### config.mk
export PLATFORM = sky130hd
export DESIGN_NAME = lcd_scanline_timing_controller_core
export DESIGN_NICKNAME = d
export VERILOG_FILES = /design/src/lcdst_pkg.sv /design/src/lcdst_cfg.sv /design/src/lcdst_step.sv /design/src/lcd_scanline_timing_controller_core.sv
export SDC_FILE = /design/constraint.sdc
export NUM_CORES = 1
export LEC_CHECK = 0
export BUFFER_PORTS_ARGS = -buffer_cell sky130_fd_sc_hd__buf_2
export CORE_UTILIZATION = 55
export DETAILED_ROUTE_END_ITERATION = 10
export GPL_ROUTABILITY_DRIVEN = 0
export HOLD_SLACK_MARGIN = 0.12
export MAX_ROUTING_LAYER = met4
export PLACE_DENSITY = 0.75
export SLEW_MARGIN = 20
export SYNTH_ARGS = -nofsm -noshare
export SYNTH_HDL_FRONTEND = slang
export SYNTH_SLANG_ARGS = --single-unit
### constraint.sdc
create_clock -name clk_i -period 7.6 [get_ports clk_i]
set_clock_uncertainty 0.1 [all_clocks]
set_input_delay 1.52 -clock clk_i [delete_from_list [all_inputs] [get_ports clk_i]]
set_output_delay 1.52 -clock clk_i [all_outputs]
set_load 0.02 [all_outputs]
### src/lcdst_pkg.sv
// lcdst_pkg: types, constants and phase codes for the lcd scanline timing controller
// no dependencies; imported by every module of the block

package lcdst_pkg;

  // widths
  localparam int unsigned CycW  = 20;
  localparam int unsigned IntW  = 11;
  localparam int unsigned LineW = 8;
  localparam int unsigned EvW   = 16;
  localparam int unsigned ElapW = 10;
  localparam int unsigned CfgIdxW  = 2;
  localparam int unsigned CfgDataW = 8;

  // timing constants
  localparam logic [IntW-1:0]  DRAW_CYCLES   = 11'd960;
  localparam logic [IntW-1:0]  HBLANK_CYCLES = 11'd272;
  localparam logic [IntW-1:0]  VLINE_CYCLES  = 11'd1232;
  localparam logic [LineW-1:0] LAST_VISIBLE  = 8'd159;
  localparam logic [LineW-1:0] LAST_LINE     = 8'd227;
  localparam logic [CycW-1:0]  COUNT_MAX     = 20'hFFFFF;

  // status flag bit positions
  localparam int unsigned FlHblank = 0;
  localparam int unsigned FlVblank = 1;
  localparam int unsigned FlMatch  = 2;

  // configuration register indexes
  typedef enum logic [CfgIdxW-1:0] {
    CFG_MATCH_LINE   = 2'd0,
    CFG_MATCH_IRQ_EN = 2'd1,
    CFG_HBL_IRQ_EN   = 2'd2,
    CFG_VBL_IRQ_EN   = 2'd3
  } cfg_idx_e;

  // display phase
  typedef enum logic [1:0] {
    PH_DRAW   = 2'd0,
    PH_HBLANK = 2'd1,
    PH_VBLANK = 2'd2
  } phase_e;

  typedef struct packed {
    logic [LineW-1:0] match_line;
    logic             match_irq_enable;
    logic             hblank_irq_enable;
    logic             vblank_irq_enable;
  } cfg_t;

  typedef struct packed {
    phase_e           phase;
    logic [CycW-1:0]  cycle_count;
    logic [LineW-1:0] line_counter;
    logic [IntW-1:0]  next_interval;
    logic [2:0]       flag_bits;
  } seq_state_t;

  typedef struct packed {
    logic [ElapW-1:0] elapsed_cycles;
    logic [EvW-1:0]   next_event_in;
  } in_item_t;

  typedef struct packed {
    logic             frame_done;
    logic             hblank_irq;
    logic             vblank_irq;
    logic             match_irq;
    logic             hblank_dma_start;
    logic             vblank_dma_start;
    logic             render_valid;
    logic [LineW-1:0] render_line;
    logic             latch_scroll;
    logic [EvW-1:0]   next_event_out;
    logic [2:0]       status_bits;
    logic [LineW-1:0] current_line;
  } out_item_t;

endpackage

### src/lcdst_cfg.sv
// lcdst_cfg: configuration register bank (match line and interrupt enables)
// depends on lcdst_pkg

module lcdst_cfg (
  input  logic                                clk_i,
  input  logic                                rst_ni,
  input  logic                                cfg_we_i,
  input  logic [lcdst_pkg::CfgIdxW-1:0]       cfg_index_i,
  input  logic [lcdst_pkg::CfgDataW-1:0]      cfg_data_i,
  output lcdst_pkg::cfg_t                     cfg_o
);
  import lcdst_pkg::*;

  cfg_t cfg_q;

  // register writes
  always_ff @(posedge clk_i or negedge rst_ni) begin
    if (!rst_ni) begin
      cfg_q <= '0;
    end else if (cfg_we_i) begin
      case (cfg_idx_e'(cfg_index_i))
        CFG_MATCH_LINE:   cfg_q.match_line        <= cfg_data_i[LineW-1:0];
        CFG_MATCH_IRQ_EN: cfg_q.match_irq_enable  <= cfg_data_i[0];
        CFG_HBL_IRQ_EN:   cfg_q.hblank_irq_enable <= cfg_data_i[0];
        CFG_VBL_IRQ_EN:   cfg_q.vblank_irq_enable <= cfg_data_i[0];
        default: ;
      endcase
    end
  end

  assign cfg_o = cfg_q;

endmodule

### src/lcdst_step.sv
// lcdst_step: one sequencer step, combinational: count update, phase transition, result
// depends on lcdst_pkg

module lcdst_step (
  input  lcdst_pkg::cfg_t       cfg_i,
  input  lcdst_pkg::seq_state_t state_i,
  input  lcdst_pkg::in_item_t   item_i,
  output lcdst_pkg::seq_state_t state_o,
  output lcdst_pkg::out_item_t  result_o
);
  import lcdst_pkg::*;

  logic [CycW:0]    sum;
  logic [CycW-1:0]  cnt_sat;
  logic [LineW-1:0] line_inc;
  logic             line_hit;
  seq_state_t       st;
  out_item_t        res;

  // saturating add and incremented line
  always_comb begin
    sum      = {1'b0, state_i.cycle_count} + {(CycW + 1 - ElapW)'(0), item_i.elapsed_cycles};
    cnt_sat  = sum[CycW] ? COUNT_MAX : sum[CycW-1:0];
    line_inc = state_i.line_counter + LineW'(1);
    line_hit = (line_inc == cfg_i.match_line);
  end

  // phase transition
  always_comb begin
    st             = state_i;
    st.cycle_count = cnt_sat;
    res            = '0;
    case (state_i.phase)
      PH_DRAW: begin
        if (cnt_sat >= CycW'(DRAW_CYCLES)) begin
          st.cycle_count         = cnt_sat - CycW'(DRAW_CYCLES);
          st.phase               = PH_HBLANK;
          st.next_interval       = HBLANK_CYCLES;
          st.flag_bits[FlHblank] = 1'b1;
          res.hblank_irq         = cfg_i.hblank_irq_enable;
          res.hblank_dma_start   = 1'b1;
        end
      end
      PH_HBLANK: begin
        if (cnt_sat >= CycW'(HBLANK_CYCLES)) begin
          st.cycle_count         = cnt_sat - CycW'(HBLANK_CYCLES);
          st.flag_bits[FlHblank] = 1'b0;
          if (state_i.line_counter <= LAST_VISIBLE) begin
            res.render_valid = 1'b1;
            res.render_line  = state_i.line_counter;
            st.phase         = PH_DRAW;
            st.next_interval = DRAW_CYCLES;
          end else begin
            res.vblank_dma_start   = 1'b1;
            res.vblank_irq         = cfg_i.vblank_irq_enable;
            res.frame_done         = 1'b1;
            st.phase               = PH_VBLANK;
            st.flag_bits[FlVblank] = 1'b1;
            st.next_interval       = VLINE_CYCLES;
          end
          st.line_counter       = line_inc;
          st.flag_bits[FlMatch] = line_hit;
          res.match_irq         = line_hit & cfg_i.match_irq_enable;
        end
      end
      PH_VBLANK: begin
        if (cnt_sat >= CycW'(VLINE_CYCLES)) begin
          st.cycle_count        = cnt_sat - CycW'(VLINE_CYCLES);
          st.flag_bits[FlMatch] = line_hit;
          res.match_irq         = line_hit & cfg_i.match_irq_enable;
          // frame wrap past the last line
          if (line_inc > LAST_LINE) begin
            res.latch_scroll       = 1'b1;
            st.flag_bits[FlHblank] = 1'b0;
            st.flag_bits[FlVblank] = 1'b0;
            st.phase               = PH_DRAW;
            st.next_interval       = DRAW_CYCLES;
            st.line_counter        = '0;
          end else begin
            st.line_counter  = line_inc;
            st.next_interval = VLINE_CYCLES;
          end
        end
      end
      default: ;
    endcase

    // reported fields after the step
    res.next_event_out = (item_i.next_event_in < EvW'(st.next_interval))
                         ? item_i.next_event_in : EvW'(st.next_interval);
    res.status_bits    = st.flag_bits;
    res.current_line   = st.line_counter;
  end

  assign state_o  = st;
  assign result_o = res;

endmodule

### src/lcd_scanline_timing_controller_core.sv
// lcd_scanline_timing_controller_core: top level, input register, sequencer state, result register
// depends on lcdst_pkg, lcdst_cfg, lcdst_step
//
//  channel  | handshake                    | payload
//  ---------+------------------------------+------------------------
//  in       | in_valid_i / in_stall_o      | in_data_i  (in_item_t)
//  out      | out_valid_o / out_stall_i    | out_data_o (out_item_t)
//  cfg      | cfg_we_i (no wait)           | cfg_index_i, cfg_data_i
//
// one request per cycle while the output does not stall; a request's result reaches the output
// through the input register, then the step logic into the result register
// the sequencer state updates when a request moves from the input to the result register
// a stalled output holds the result and stalls the input once the input register is full
// reset clears the state to draw phase, line 0, count 0, interval 960, all enables off

module lcd_scanline_timing_controller_core (
  input  logic                           clk_i,
  input  logic                           rst_ni,
  input  logic                           cfg_we_i,
  input  logic [lcdst_pkg::CfgIdxW-1:0]  cfg_index_i,
  input  logic [lcdst_pkg::CfgDataW-1:0] cfg_data_i,
  input  logic                           in_valid_i,
  output logic                           in_stall_o,
  input  lcdst_pkg::in_item_t            in_data_i,
  output logic                           out_valid_o,
  input  logic                           out_stall_i,
  output lcdst_pkg::out_item_t           out_data_o
);
  import lcdst_pkg::*;

  cfg_t       cfg;
  seq_state_t state_q, state_d;
  in_item_t   item_q;
  logic       item_vld_q;
  out_item_t  res_q, res_d;
  logic       res_vld_q;
  logic       res_free;
  logic       advance;

  lcdst_cfg u_cfg (
    .clk_i       (clk_i),
    .rst_ni      (rst_ni),
    .cfg_we_i    (cfg_we_i),
    .cfg_index_i (cfg_index_i),
    .cfg_data_i  (cfg_data_i),
    .cfg_o       (cfg)
  );

  lcdst_step u_step (
    .cfg_i    (cfg),
    .state_i  (state_q),
    .item_i   (item_q),
    .state_o  (state_d),
    .result_o (res_d)
  );

  // flow control
  assign res_free   = !res_vld_q || !out_stall_i;
  assign advance    = item_vld_q && res_free;
  assign in_stall_o = item_vld_q && !res_free;

  // input register
  always_ff @(posedge clk_i or negedge rst_ni) begin
    if (!rst_ni) begin
      item_vld_q <= 1'b0;
    end else if (!in_stall_o) begin
      item_vld_q <= in_valid_i;
    end
  end

  always_ff @(posedge clk_i) begin
    if (in_valid_i && !in_stall_o) begin
      item_q <= in_data_i;
    end
  end

  // sequencer state
  always_ff @(posedge clk_i or negedge rst_ni) begin
    if (!rst_ni) begin
      state_q.phase         <= PH_DRAW;
      state_q.cycle_count   <= '0;
      state_q.line_counter  <= '0;
      state_q.next_interval <= DRAW_CYCLES;
      state_q.flag_bits     <= '0;
    end else if (advance) begin
      state_q <= state_d;
    end
  end

  // result register
  always_ff @(posedge clk_i or negedge rst_ni) begin
    if (!rst_ni) begin
      res_vld_q <= 1'b0;
    end else if (res_free) begin
      res_vld_q <= item_vld_q;
    end
  end

  always_ff @(posedge clk_i) begin
    if (advance) begin
      res_q <= res_d;
    end
  end

  assign out_valid_o = res_vld_q;
  assign out_data_o  = res_q;

endmodule
-- Word-level counts from Yosys, hierarchy flattened
Cells that the tools add are included.
- register bits after elaboration: 125
- output and inout port bits: 45
- input port bits: 41
- bitwise gates (word level): 3
- magnitude comparators: 6
- muxes and demuxes: 25
- reduce and logical (&&, ||, !) cells: 21
- $add $sub $neg: 5
- equal/unequal tests: 10
- operators with widths (kind ; number):
    $mux 44 ; 2
    $pmux 22 s3 ; 1
    $mux 11 ; 3
    $pmux 11 s3 ; 1
    $mux 22 ; 1
    $add 20x10->21 ; 1
    $ge 20x10->1 const B ; 1
    $ge 20x11->1 const B ; 1
    $ge 20x9->1 const B ; 1
    $mux 20 ; 1
    $sub 20x10->20 const B ; 1
    $sub 20x11->20 const B ; 1
    $sub 20x9->20 const B ; 1
    $mux 19 ; 1
    $lt 16x11->1 ; 1
    $pmux 8 s2 ; 1
    $reduce_and 2->1 ; 7
    $mux 9 ; 1
    $add 8x1->8 const B ; 1
    $eq 8x8->1 ; 1
    $gt 8x8->1 const B ; 1
    $le 8x8->1 const B ; 1
    $ne 2x1->1 const B ; 4
    $mux 1 ; 7
    other kinds (16) ; 28

-- Logic depth before layout (Yosys ltp)
Gate-level depths: netlist (run 1).
- word-level depth: 7
- gate-level depth with buffers: 29
- mapped depth without buffers: 28

-- Hierarchy
From an unflattened synthesis (run 1), not the netlist that was laid out.
- cells, all modules: 774
- area total of the unflattened synthesis: 8399.3 µm²
- by module, submodules not included (module ; sequential area each (µm²) ; cells each ; instances ; area an instance (µm²)):
    lcd_scanline_timing_controller_core ; 3228.1 ; 170 ; 1 ; 4002.6
    lcdst_step ; 0.0 ; 578 ; 1 ; 3958.8
    lcdst_cfg ; 275.3 ; 26 ; 1 ; 437.9

-- Worst setup path before layout (run 1)
Ideal clock, no wire load.
- kind: register to register
- from: register state_q[22] (netlist bit)
- to: register res_q, in the netlist out_data_o[15] (data pin)
- buffers on the path: 1
- arrival: 5.571 ns
- stages on the path, launching flop included: 28
- slack: 1.660 ns
- required time: 7.231 ns
- period minus slack after synthesis: 5.940 ns
- cell sequence: dfrtp_1 ha_1 fa_1 a211o_1 a21o_1 nand2_1 a21oi_1 nor2_1 ha_1 nor3b_1 nand3b_1 mux2i_1 a21boi_0 a2bb2oi_1 o21a_1 clkbuf_1 a21oi_2 a22o_1 a221oi_2 ha_1 or4_1 nor3_1 o21ai_0 nor3_1 nand3b_1 a21o_1 nand2_4 mux2i_1
- RTL lines (item ; line ; text):
    start: declaration ; lcd_scanline_timing_controller_core.sv:32 ; seq_state_t state_q, state_d;
    start signal: assignment ; lcd_scanline_timing_controller_core.sv:86 ; state_q <= state_d;
    end signal: assignment ; lcd_scanline_timing_controller_core.sv:101 ; res_q <= res_d;
    end: declaration ; lcd_scanline_timing_controller_core.sv:35 ; out_item_t res_q, res_d;

==> results of run 1 <==
## power breakdown
group | total [mW] | internal [mW] | switching [mW]
clock | 0.826 | 0.502 | 0.324
combinational | 1.51 | 0.522 | 0.993
sequential | 0.882 | 0.802 | 0.0803
## how the worst max path moves through the flow
stage / end / slack [ns] / cells after the start
final: out_data_o[12] / 0.60 / 28
after global placement: out_data_o[15] / 1.25 / 27
after floorplan: out_data_o[15] / 1.66 / 27
after CTS: out_data_o[12] / 0.76 / 28
after detailed placement: out_data_o[12] / 0.90 / 28
after global routing: out_data_o[12] / 0.13 / 26
## metrics by stage
stage	hold WS, ns	setup WS, ns
6_report	0.3809	0.5961
5_1_grt	0.4073	0.1325
4_1_cts	0.3791	0.7582
3_5_place_dp	0.3687	0.9005
3_3_place_gp	0.3618	1.253
2_1_floorplan	0.3493	1.660
## metal layers
metal,vias up,global-route usage,share of wire
met2,426,0.4744,0.46
met5,-,-,0
met1,3395,0.4028,0.42
met4,0,0.1479,0.035
li1,3257,-,-
met3,81,0.05901,0.084
## cell families after synthesis
group,after synthesis,share of synthesized area
flip-flops,125,0.4343
AO/OA/AOI/OAI,253,0.2301
other,1,0.0004689
adder cells (fa/ha/maj),32,0.05100
AND/OR/NAND/NOR,263,0.1671
buffers and inverters,69,0.03504
multiplexers,36,0.04803
XOR/XNOR,31,0.03395
## layout by cell type, fill, tap and decap left out, types with 8 or more instances in the layout
master | Yosys | layout
nor2b_1 | 10 | 10
o21ai_0 | 46 | 46
xnor2_1 | 17 | 17
a21o_1 | 15 | 15
buf_2 | 11 | 85
nand2b_1 | 8 | 8
mux2_2 | 14 | 14
clkbuf_16 | 0 | 19
o2bb2ai_1 | 9 | 9
edfxtp_1 | 68 | 68
o211ai_1 | 13 | 13
a21oi_1 | 41 | 41
xor2_1 | 14 | 14
nor2_1 | 48 | 48
dfrtp_1 | 53 | 53
inv_1 | 34 | 33
nand4_1 | 13 | 13
mux2i_1 | 20 | 20
o31ai_1 | 9 | 9
ha_1 | 31 | 31
and3_1 | 9 | 9
o21a_1 | 12 | 12
nand2_1 | 79 | 79
o21ai_1 | 9 | 9
nand3_1 | 27 | 27
nor3_1 | 25 | 25
buf_4 | 2 | 9
nor4_1 | 9 | 9
a31oi_1 | 13 | 13
o22ai_1 | 9 | 9
## cell usage after synthesis (10+ instances only)
| master | instances | area [um2] |
|---|---|---|
| a21o_1 | 15 | 112.6 |
| a21oi_1 | 41 | 205.2 |
| a31oi_1 | 13 | 81.33 |
| buf_2 | 11 | 55.05 |
| clkbuf_1 | 19 | 71.32 |
| dfrtp_1 | 53 | 1326 |
| edfxtp_1 | 68 | 2042 |
| ha_1 | 31 | 387.9 |
| inv_1 | 34 | 127.6 |
| mux2_2 | 14 | 157.7 |
| mux2i_1 | 20 | 200.2 |
| nand2_1 | 79 | 296.5 |
| nand3_1 | 27 | 135.1 |
| nand4_1 | 13 | 81.33 |
| nor2_1 | 48 | 180.2 |
| nor2b_1 | 10 | 62.56 |
| nor3_1 | 25 | 125.1 |
| o211ai_1 | 13 | 97.59 |
| o21a_1 | 12 | 90.09 |
| o21ai_0 | 46 | 230.2 |
| xnor2_1 | 17 | 148.9 |
| xor2_1 | 14 | 122.6 |
## flip-flops by register name, indices dropped and copies added (netlist names)
signal and count:
item_vld_q 1, u_cfg.cfg_o 11, item_q 26, state_q 44, out_data_o 42, out_valid_o 1
## critical path, delay by kind of cell, from the launching register on
| kind | cells | cell delay [ns] |
|---|---|---|
| AOI/OAI and AO/OA | 12 | 3.03 |
| and+or+nand+nor | 8 | 1.46 |
| adders and majority gates | 4 | 1.16 |
| DFF | 1 | 0.38 |
| muxes | 2 | 0.36 |
| buffers and inverters | 2 | 0.35 |
## final cells by class
type	instances	area, um2
clock buffers	22	496.7
clock inverters	10	98.84
fillers	1100	4855
inverters	36	135.1
multi-input cells	620	4265
flip-flops and latches	125	3473
well taps	180	225.2
repair buffers	94	493.0
==> impl_metrics.py, run 1 <==
metrics = {
    "finish": {
        "diodes": 0,
        "synthToLayoutAreaGrowth_pct": 14.88,
        "stdcell_count": 1087,
        "utilization": 0.6543,
        "fin_area_um2": 9188,
        "fin_nets": 967,
        "drive_above_1_share": 0.1951,
    },
    "yosys": {
        "yosysSeqAreaShare": 0.4343,
        "synthDistinctLibCells": 86,
        "synth_edf_count": 68,
        "syn_inst": 810,
        "yosysWarningCount": 0,
        "syn_avg_cell_area_um2": 9.874,
        "synth_ff_type": "edfxtp_1",
        "synth_area_um2": 7998,
        "ys_seq_elements": 125,
        "async_reset_ff_frac": 0.4560,
    },
    "sta": {
        "min_period_over_period": 0.9216,
        "setup_violations": 0,
        "max_freq_mhz": 142.8,
        "max_slew.worst_pin.slew_ns": 1.088,
        "slew_violations": 0,
        "rsz0062_at_grt": "no",
        "tns_ns": 0,
        "relSlewSlack": 0.2737,
        "hold_viol_final": 0,
        "post-route-min-period_ns": 7.004,
    },
    "cts": {
        "cts_root_buffer": "clkbuf_16",
        "clkSinkCount": 125,
        "cts_tree": "done",
        "cts.clk_slew.worst_paths_ns": 0.06,
        "cts_max_path_buffers": 2,
        "ctsHoldBuffers": 0,
        "ctsResizeCount": 0,
        "clk_latency_ns": 0.43,
        "post-cts-setup-buffers": 0,
        "htree_levels": 4,
        "cts_inserted_buffers": 17,
    },
    "placement": {
        "place.port_buffers": 85,
        "placed_area_um2": 8586,
        "placedCellCount": 1055,
        "place_hpwl_um": 15470,
    },
    "global_routing": {
        "grt_pass1_wl_um": 34620,
        "grt_overflow_total": 0,
        "antenna_found_initial": 0,
        "first_global_vias": 6745,
        "grt_util_all_layers": 0.3124,
        "grt_start_max_net_pins": 58,
    },
    "pwr": {
        "power_density_nw_per_um2": 350.8,
        "p_leak_nw": 3.721,
        "total_power_mw": 3.223,
        "irDropWorstVdd_mv": 0.2574,
    },
    "detailed_routing": {
        "via_per_inst": 6.586,
        "ant_nets": 0,
        "drc": 0,
        "drt-total-wl_um": 22110,
        "firstDrtPassIters": 8,
        "drt_iter0_drc": 796,
        "vias": 7159,
        "wl_per_cell_um": 20.34,
    },
    "worst_setup_path": {
        "rr_worst_depth": 28,
        "max_stage_delay_ns": 0.44,
        "cp.required_ns": 7.75,
        "r2r_start": "state_q[22]",
        "startpoint": "state_q[22]",
        "startpoint_type": "flop",
        "crit_arrival_ns": 7.15,
        "critPathMaxFanout": 10,
        "critPathKind": "flop to flop",
        "reg2reg_slack_ns": 0.60,
        "slowest_stage": "fa_1",
        "r2r_end": "out_data_o[12]",
        "setup.worst_path.end_class": "flop",
    },
    "run_status": {
        "status": "finished, final reports clean",
    },
    "floorplanning": {
        "die_x_um": 122.6,
        "die_y_um": 122.6,
        "num_rows": 43,
        "core_um2": 14040,
        "start_util": 0.5695,
        "ios": 86,
        "dieArea_um2": 15030,
    },
    "worst_hold_path": {
        "hold-path-endpoint": "state_q[12]",
        "min_path_cells": 2,
        "hold_class": "flop to flop",
        "min_from": "state_q[12]",
    },
    "run": {
        "cap_violations": 0,
    },
}
Note: power is estimated with default switching activity, not from simulation.
==> run 2, diff against run 1 <==
ABC_AREA = 1   (was not set)
==> impl_metrics.py, run 2 <==
metrics = {
    "pwr": {
        "irDropWorstVdd_mv": 0.2544,
        "p_leak_nw": 4.408,
        "total_power_mw": 3.649,
        "power_density_nw_per_um2": 401.5,
    },
    "finish": {
        "drive_above_1_share": 0.1792,
        "diodes": 0,
        "synthToLayoutAreaGrowth_pct": 15.08,
        "layout_common_cells": "233 x nand2_1, 136 x inv_1, 85 x buf_2, 84 x nor2_1, 72 x o21ai_0",
        "largest_reg_flops": 44,
        "fin_nets": 1154,
        "regMostFlops": "state_q",
        "layout_commonest_cell": "nand2_1",
        "fin_area_um2": 9089,
        "fillers": 1220,
    },
    "sta": {
        "max_freq_mhz": 174.2,
        "hold_viol_final": 0,
        "tns_ns": 0,
        "min_period_over_period": 0.7554,
        "setup_violations": 0,
        "max_slew.worst_pin.slew_ns": 0.8718,
        "post-route-min-period_ns": 5.741,
        "hold_slack_ns": 0.3751,
        "slew_violations": 0,
        "relSlewSlack": 0.4181,
        "rsz0062_at_grt": "no",
    },
    "yosys": {
        "synth_edf_count": 68,
        "syn_avg_cell_area_um2": 7.969,
        "ys_top_cells_by_count": "233 x nand2_1, 137 x inv_1, 85 x nor2_1",
        "yosysSeqAreaShare": 0.4398,
        "synth_top_area_share": 0.2586,
        "async_reset_ff_frac": 0.4560,
        "synthDistinctLibCells": 56,
        "yosysMostFrequentCell": "nand2_1",
        "synthTopCellsByArea": "edfxtp_1 26%, dfrtp_1 17%, nand2_1 11%, inv_1 6.5%, ha_1 4.9%",
        "yosysWarningCount": 0,
        "syn_inst": 991,
        "synth_area_um2": 7898,
        "ys_seq_elements": 125,
        "yosysTopAreaCell": "edfxtp_1",
        "synth_ff_type": "edfxtp_1",
    },
    "detailed_routing": {
        "ant_nets": 0,
        "dr_wl_met3_um": 1310,
        "wl_per_cell_um": 15.54,
        "firstDrtPassIters": 5,
        "drt_iter0_drc": 666,
        "vias": 7189,
        "top_layer_used": "met4",
        "drt-total-wl_um": 19800,
        "via_per_inst": 5.643,
        "drc": 0,
        "wl_met1_um": 8631,
        "wl_met2_um": 9361,
    },
    "global_routing": {
        "first_global_vias": 6646,
        "grt_util_all_layers": 0.2869,
        "grt_overflow_total": 0,
        "grt_start_max_net_pins": 69,
        "antenna_found_initial": 0,
        "grt_pass1_wl_um": 31950,
    },
    "worst_setup_path": {
        "critPathMaxFanout": 26,
        "critPathKind": "flop to flop",
        "setup.worst_path.end_class": "flop",
        "startpoint_type": "flop",
        "crit_arrival_ns": 5.81,
        "slowest_stage": "fa_1",
        "cp.required_ns": 7.67,
        "cp_common_cell": "nand2_1",
        "max_stage_delay_ns": 0.46,
    },
    "floorplanning": {
        "ios": 86,
        "core_um2": 13930,
        "dieArea_um2": 14840,
        "num_rows": 43,
        "die_y_um": 121.8,
        "start_util": 0.5668,
        "die_x_um": 121.8,
    },
    "cts": {
        "cts_inserted_buffers": 17,
        "clk_latency_ns": 0.42,
        "cts_root_buffer": "clkbuf_16",
        "cts_max_path_buffers": 2,
        "cts_tree": "done",
        "ctsHoldBuffers": 0,
        "cts.clk_slew.worst_paths_ns": 0.06,
        "post-cts-setup-buffers": 0,
        "htree_levels": 4,
        "ctsResizeCount": 0,
        "clkSinkCount": 125,
    },
    "run": {
        "cap_violations": 0,
    },
    "placement": {
        "place_hpwl_um": 14100,
        "place.port_buffers": 85,
        "placed_area_um2": 8483,
    },
    "run_status": {
        "status": "finished, final reports clean",
    },
    "worst_hold_path": {
        "hold_class": "flop to flop",
    },
}
[run 2: cell types whose count changed in the layout (fill, tap and decap cells not counted), sizes merged, moves of 10 or more]
cell   delta
inv     +115
nor3     -14
xnor2    -12
o21a     -12
nor2b    -10
nand3    +50
a21o     -14
o21ai    +17
nand2   +169
mux2i    -20
nor2     +50
[run 2: metrics by stage]
step,instances,utilization,setup WS (ns)
4_1_cts,1274,0.6522,1.918
3_5_place_dp,1242,0.6088,2.026
5_1_grt,1274,0.6522,1.321
2_1_floorplan,995,-,2.788
3_3_place_gp,1242,0.6088,2.306
6_report,1274,0.6522,1.859
[run 2: cell families after synthesis]
group / Yosys count / share of synthesized area
XOR/XNOR: 13 / 0.01442
AO/OA/AOI/OAI: 173 / 0.1252
flip-flops: 125 / 0.4398
adder cells (fa/ha/maj): 32 / 0.05165
other: 1 / 0.0004748
multiplexers: 7 / 0.009982
AND/OR/NAND/NOR: 470 / 0.2733
buffers and inverters: 170 / 0.08523
[run 2: cell type report]
type	instances	area, um2	area share
repair buffers	89	455.4	0.05011
flip-flops and latches	125	3473	0.3822
clock buffers	17	425.4	0.04681
inverters	148	555.5	0.06112
well taps	180	225.2	0.02478
clock inverters	15	180.2	0.01982
multi-input cells	700	3774	0.4152
[run 2: power by group]
part	internal, mW	switching (mW)	leakage [nW]	total, mW
clock network	0.495	0.335	0.292	0.830
registers	0.877	0.0927	1.37	0.970
logic	0.563	1.29	2.75	1.85
[run 2: path summary, 6_finish.rpt]
kind / depth (start not counted) / start / slack (ns) / end
min: 2 / state_q[8] / 0.38 / state_q[8]
min reg2reg: 2 / state_q[8] / 0.38 / state_q[8]
max in group asynchronous: 2 / rst_ni / 5.75 / state_q[39]
max reg2reg: 28 / state_q[22] / 1.86 / out_data_o[19]
min in group asynchronous: 2 / rst_ni / 1.14 / state_q[18]
max: 28 / state_q[22] / 1.86 / out_data_o[19]
[run 2: critical path: cells and delay by family (launching register included)]
family	cells	cell delay (ns)
simple gates	16	2.45
buf+inv	4	0.53
compound gates	4	0.87
fa+ha+maj	4	1.13
flops	1	0.38
[run 2: layer usage]
| metal | vias to the layer above | global-route usage |
|---|---|---|
| met5 | - | - |
| met4 | 0 | 0.1003 |
| met3 | 43 | 0.06180 |
| met2 | 306 | 0.4467 |
| met1 | 3350 | 0.3689 |
| li1 | 3490 | - |
==> run 3, diff against run 2 <==
CORE_UTILIZATION = 54   (was 55)
PLACE_DENSITY = 0.77   (was 0.75)
clock period = 5.1 ns   (was 7.6 ns; I/O delays follow)
==> impl_metrics.py, run 3 (synthesized netlist as in run 2, its figures left out) <==
metrics = {
    "pwr": {
        "irDropWorstVdd_mv": 0.3920,
        "p_leak_nw": 4.496,
        "swShare": 0.4704,
        "p_clk_frac": 0.219,
        "share_comb_of_total_power": 0.519,
        "p_seq_frac": 0.261,
        "power_density_nw_per_um2": 594.7,
        "total_power_mw": 5.543,
        "p_int_mw": 2.936,
        "power.switching_mw": 2.608,
    },
    "floorplanning": {
        "die_y_um": 122.9,
        "ios": 86,
        "num_rows": 43,
        "core_um2": 14100,
        "die_x_um": 122.9,
        "dieArea_um2": 15110,
        "start_util": 0.5603,
    },
    "worst_hold_path": {
        "hold_class": "flop to flop",
        "min_path_cells": 2,
        "min_from": "state_q[4]",
        "hold-path-endpoint": "state_q[4]",
    },
    "placement": {
        "place.port_buffers": 85,
        "place_hpwl_um": 14210,
        "post-place-ws_ns": -0.1228,
    },
    "global_routing": {
        "grt_util_all_layers": 0.2853,
        "antenna_found_initial": 0,
        "grt_pass1_wl_um": 31790,
        "first_global_vias": 6375,
        "grt_overflow_total": 0,
        "grt_start_max_net_pins": 96,
    },
    "sta": {
        "max_slew.worst_pin.slew_ns": 1.037,
        "min_period_over_period": 0.9399,
        "slew_violations": 0,
        "relSlewSlack": 0.3088,
        "setup_violations": 0,
        "setup_ws_ns": 0.3067,
        "post-route-min-period_ns": 4.793,
        "hold_slack_ns": 0.3707,
        "hold_viol_final": 0,
        "max_freq_mhz": 208.6,
    },
    "detailed_routing": {
        "vias": 7235,
        "ant_nets": 0,
        "firstDrtPassIters": 5,
        "via_per_inst": 5.609,
        "wl_per_cell_um": 15.70,
        "drc": 0,
        "drt_iter0_drc": 736,
        "drt-total-wl_um": 20250,
    },
    "cts": {
        "cts.clk_slew.worst_paths_ns": 0.06,
        "cts_max_path_buffers": 2,
        "clk_latency_ns": 0.43,
        "cts_tree": "done",
        "cts_root_buffer": "clkbuf_16",
        "cts_inserted_buffers": 17,
        "htree_levels": 4,
        "clkSinkCount": 125,
    },
    "worst_setup_path": {
        "critPathKind": "flop to flop",
        "setup.worst_path.end_class": "flop",
        "max_stage_delay_ns": 0.39,
        "cp_common_cell": "nand3_2",
        "critPathMaxFanout": 16,
        "crit_arrival_ns": 4.87,
        "reg2reg_slack_ns": 0.31,
        "rr_worst_depth": 26,
        "r2r_start": "state_q[22]",
        "slowest_stage": "fa_2",
        "startpoint_type": "flop",
        "cp.required_ns": 5.18,
        "r2r_end": "out_data_o[21]",
    },
    "finish": {
        "regMostFlops": "state_q",
        "largest_reg_flops": 44,
        "layout_commonest_cell": "nand2_1",
        "layout_common_cells": "228 x nand2_1, 133 x inv_1, 85 x buf_2, 80 x nor2_1, 71 x o21ai_0",
        "diodes": 0,
        "synthToLayoutAreaGrowth_pct": 18.03,
        "utilization": 0.6613,
        "fin_nets": 1170,
        "drive_above_1_share": 0.2063,
        "fillers": 1197,
    },
    "run": {
        "cap_violations": 0,
    },
    "run_status": {
        "status": "finished, final reports clean",
    },
}
## run 3: worst max path at each step
stage                                 to  cells past startpoint         from
final                     out_data_o[21]                     26  state_q[22]
after global routing      out_data_o[12]                     27  state_q[22]
after CTS                 out_data_o[21]                     27  state_q[22]
after detailed placement  out_data_o[19]                     30  state_q[22]
after global placement    out_data_o[11]                     29  state_q[22]
after floorplan           out_data_o[17]                     30  state_q[22]
## run 3: area by class of cell
class | instances | area [um2] | area share
Clock buffer | 18 | 429.2 | 0.04604
Clock inverter | 14 | 158.9 | 0.01705
Inverter | 148 | 555.5 | 0.05960
Multi-Input combinational cell | 700 | 3884 | 0.4166
Sequential cell | 125 | 3473 | 0.3726
Tap cell | 180 | 225.2 | 0.02416
Timing Repair Buffer | 105 | 595.6 | 0.06389
## run 3: critical path, delay by kind of cell, from the launching register on
kind | cells | cell delay, ns
simple gates | 16 | 2.09
compound gates | 3 | 0.42
buf+inv | 4 | 0.59
fa+ha+maj | 3 | 0.95
flops | 1 | 0.37
## run 3: layer usage
| metal | routed length (um) | global-route usage |
|---|---|---|
| met5 | 0 | - |
| met4 | 412 | 0.09223 |
| met3 | 1608 | 0.05904 |
| met2 | 9542 | 0.4421 |
| met1 | 8689 | 0.3750 |
## run 3: timing repair
action,CTS,global route
hold buffers,0,0
pin swaps,2,7
cloned,0,0
buffers inserted,1,7
setup endpoints to repair,11,11
gates resized for setup,7,24
## run 3: per-stage QoR
stage	TNS, ns	area [um2]	cells
floorplan	0	7913	995
global placement	0	8543	1250
detailed placement	-1.098	8543	1250
CTS	0	9179	1283
global route	-0.3120	9321	1290
finish	0	9321	1290
## run 3: power by group through the flow
stage / Combinational [mW] / Clock [mW] / Sequential (mW)
6_report: 2.88 / 1.22 / 1.45
5_1_grt: 3.20 / 1.27 / 1.47
4_1_cts: 2.74 / 1.23 / 1.45
3_5_place_dp: 2.70 / 0 / 1.46
3_3_place_gp: 2.66 / 0 / 1.46
2_1_floorplan: 1.98 / 0 / 1.49
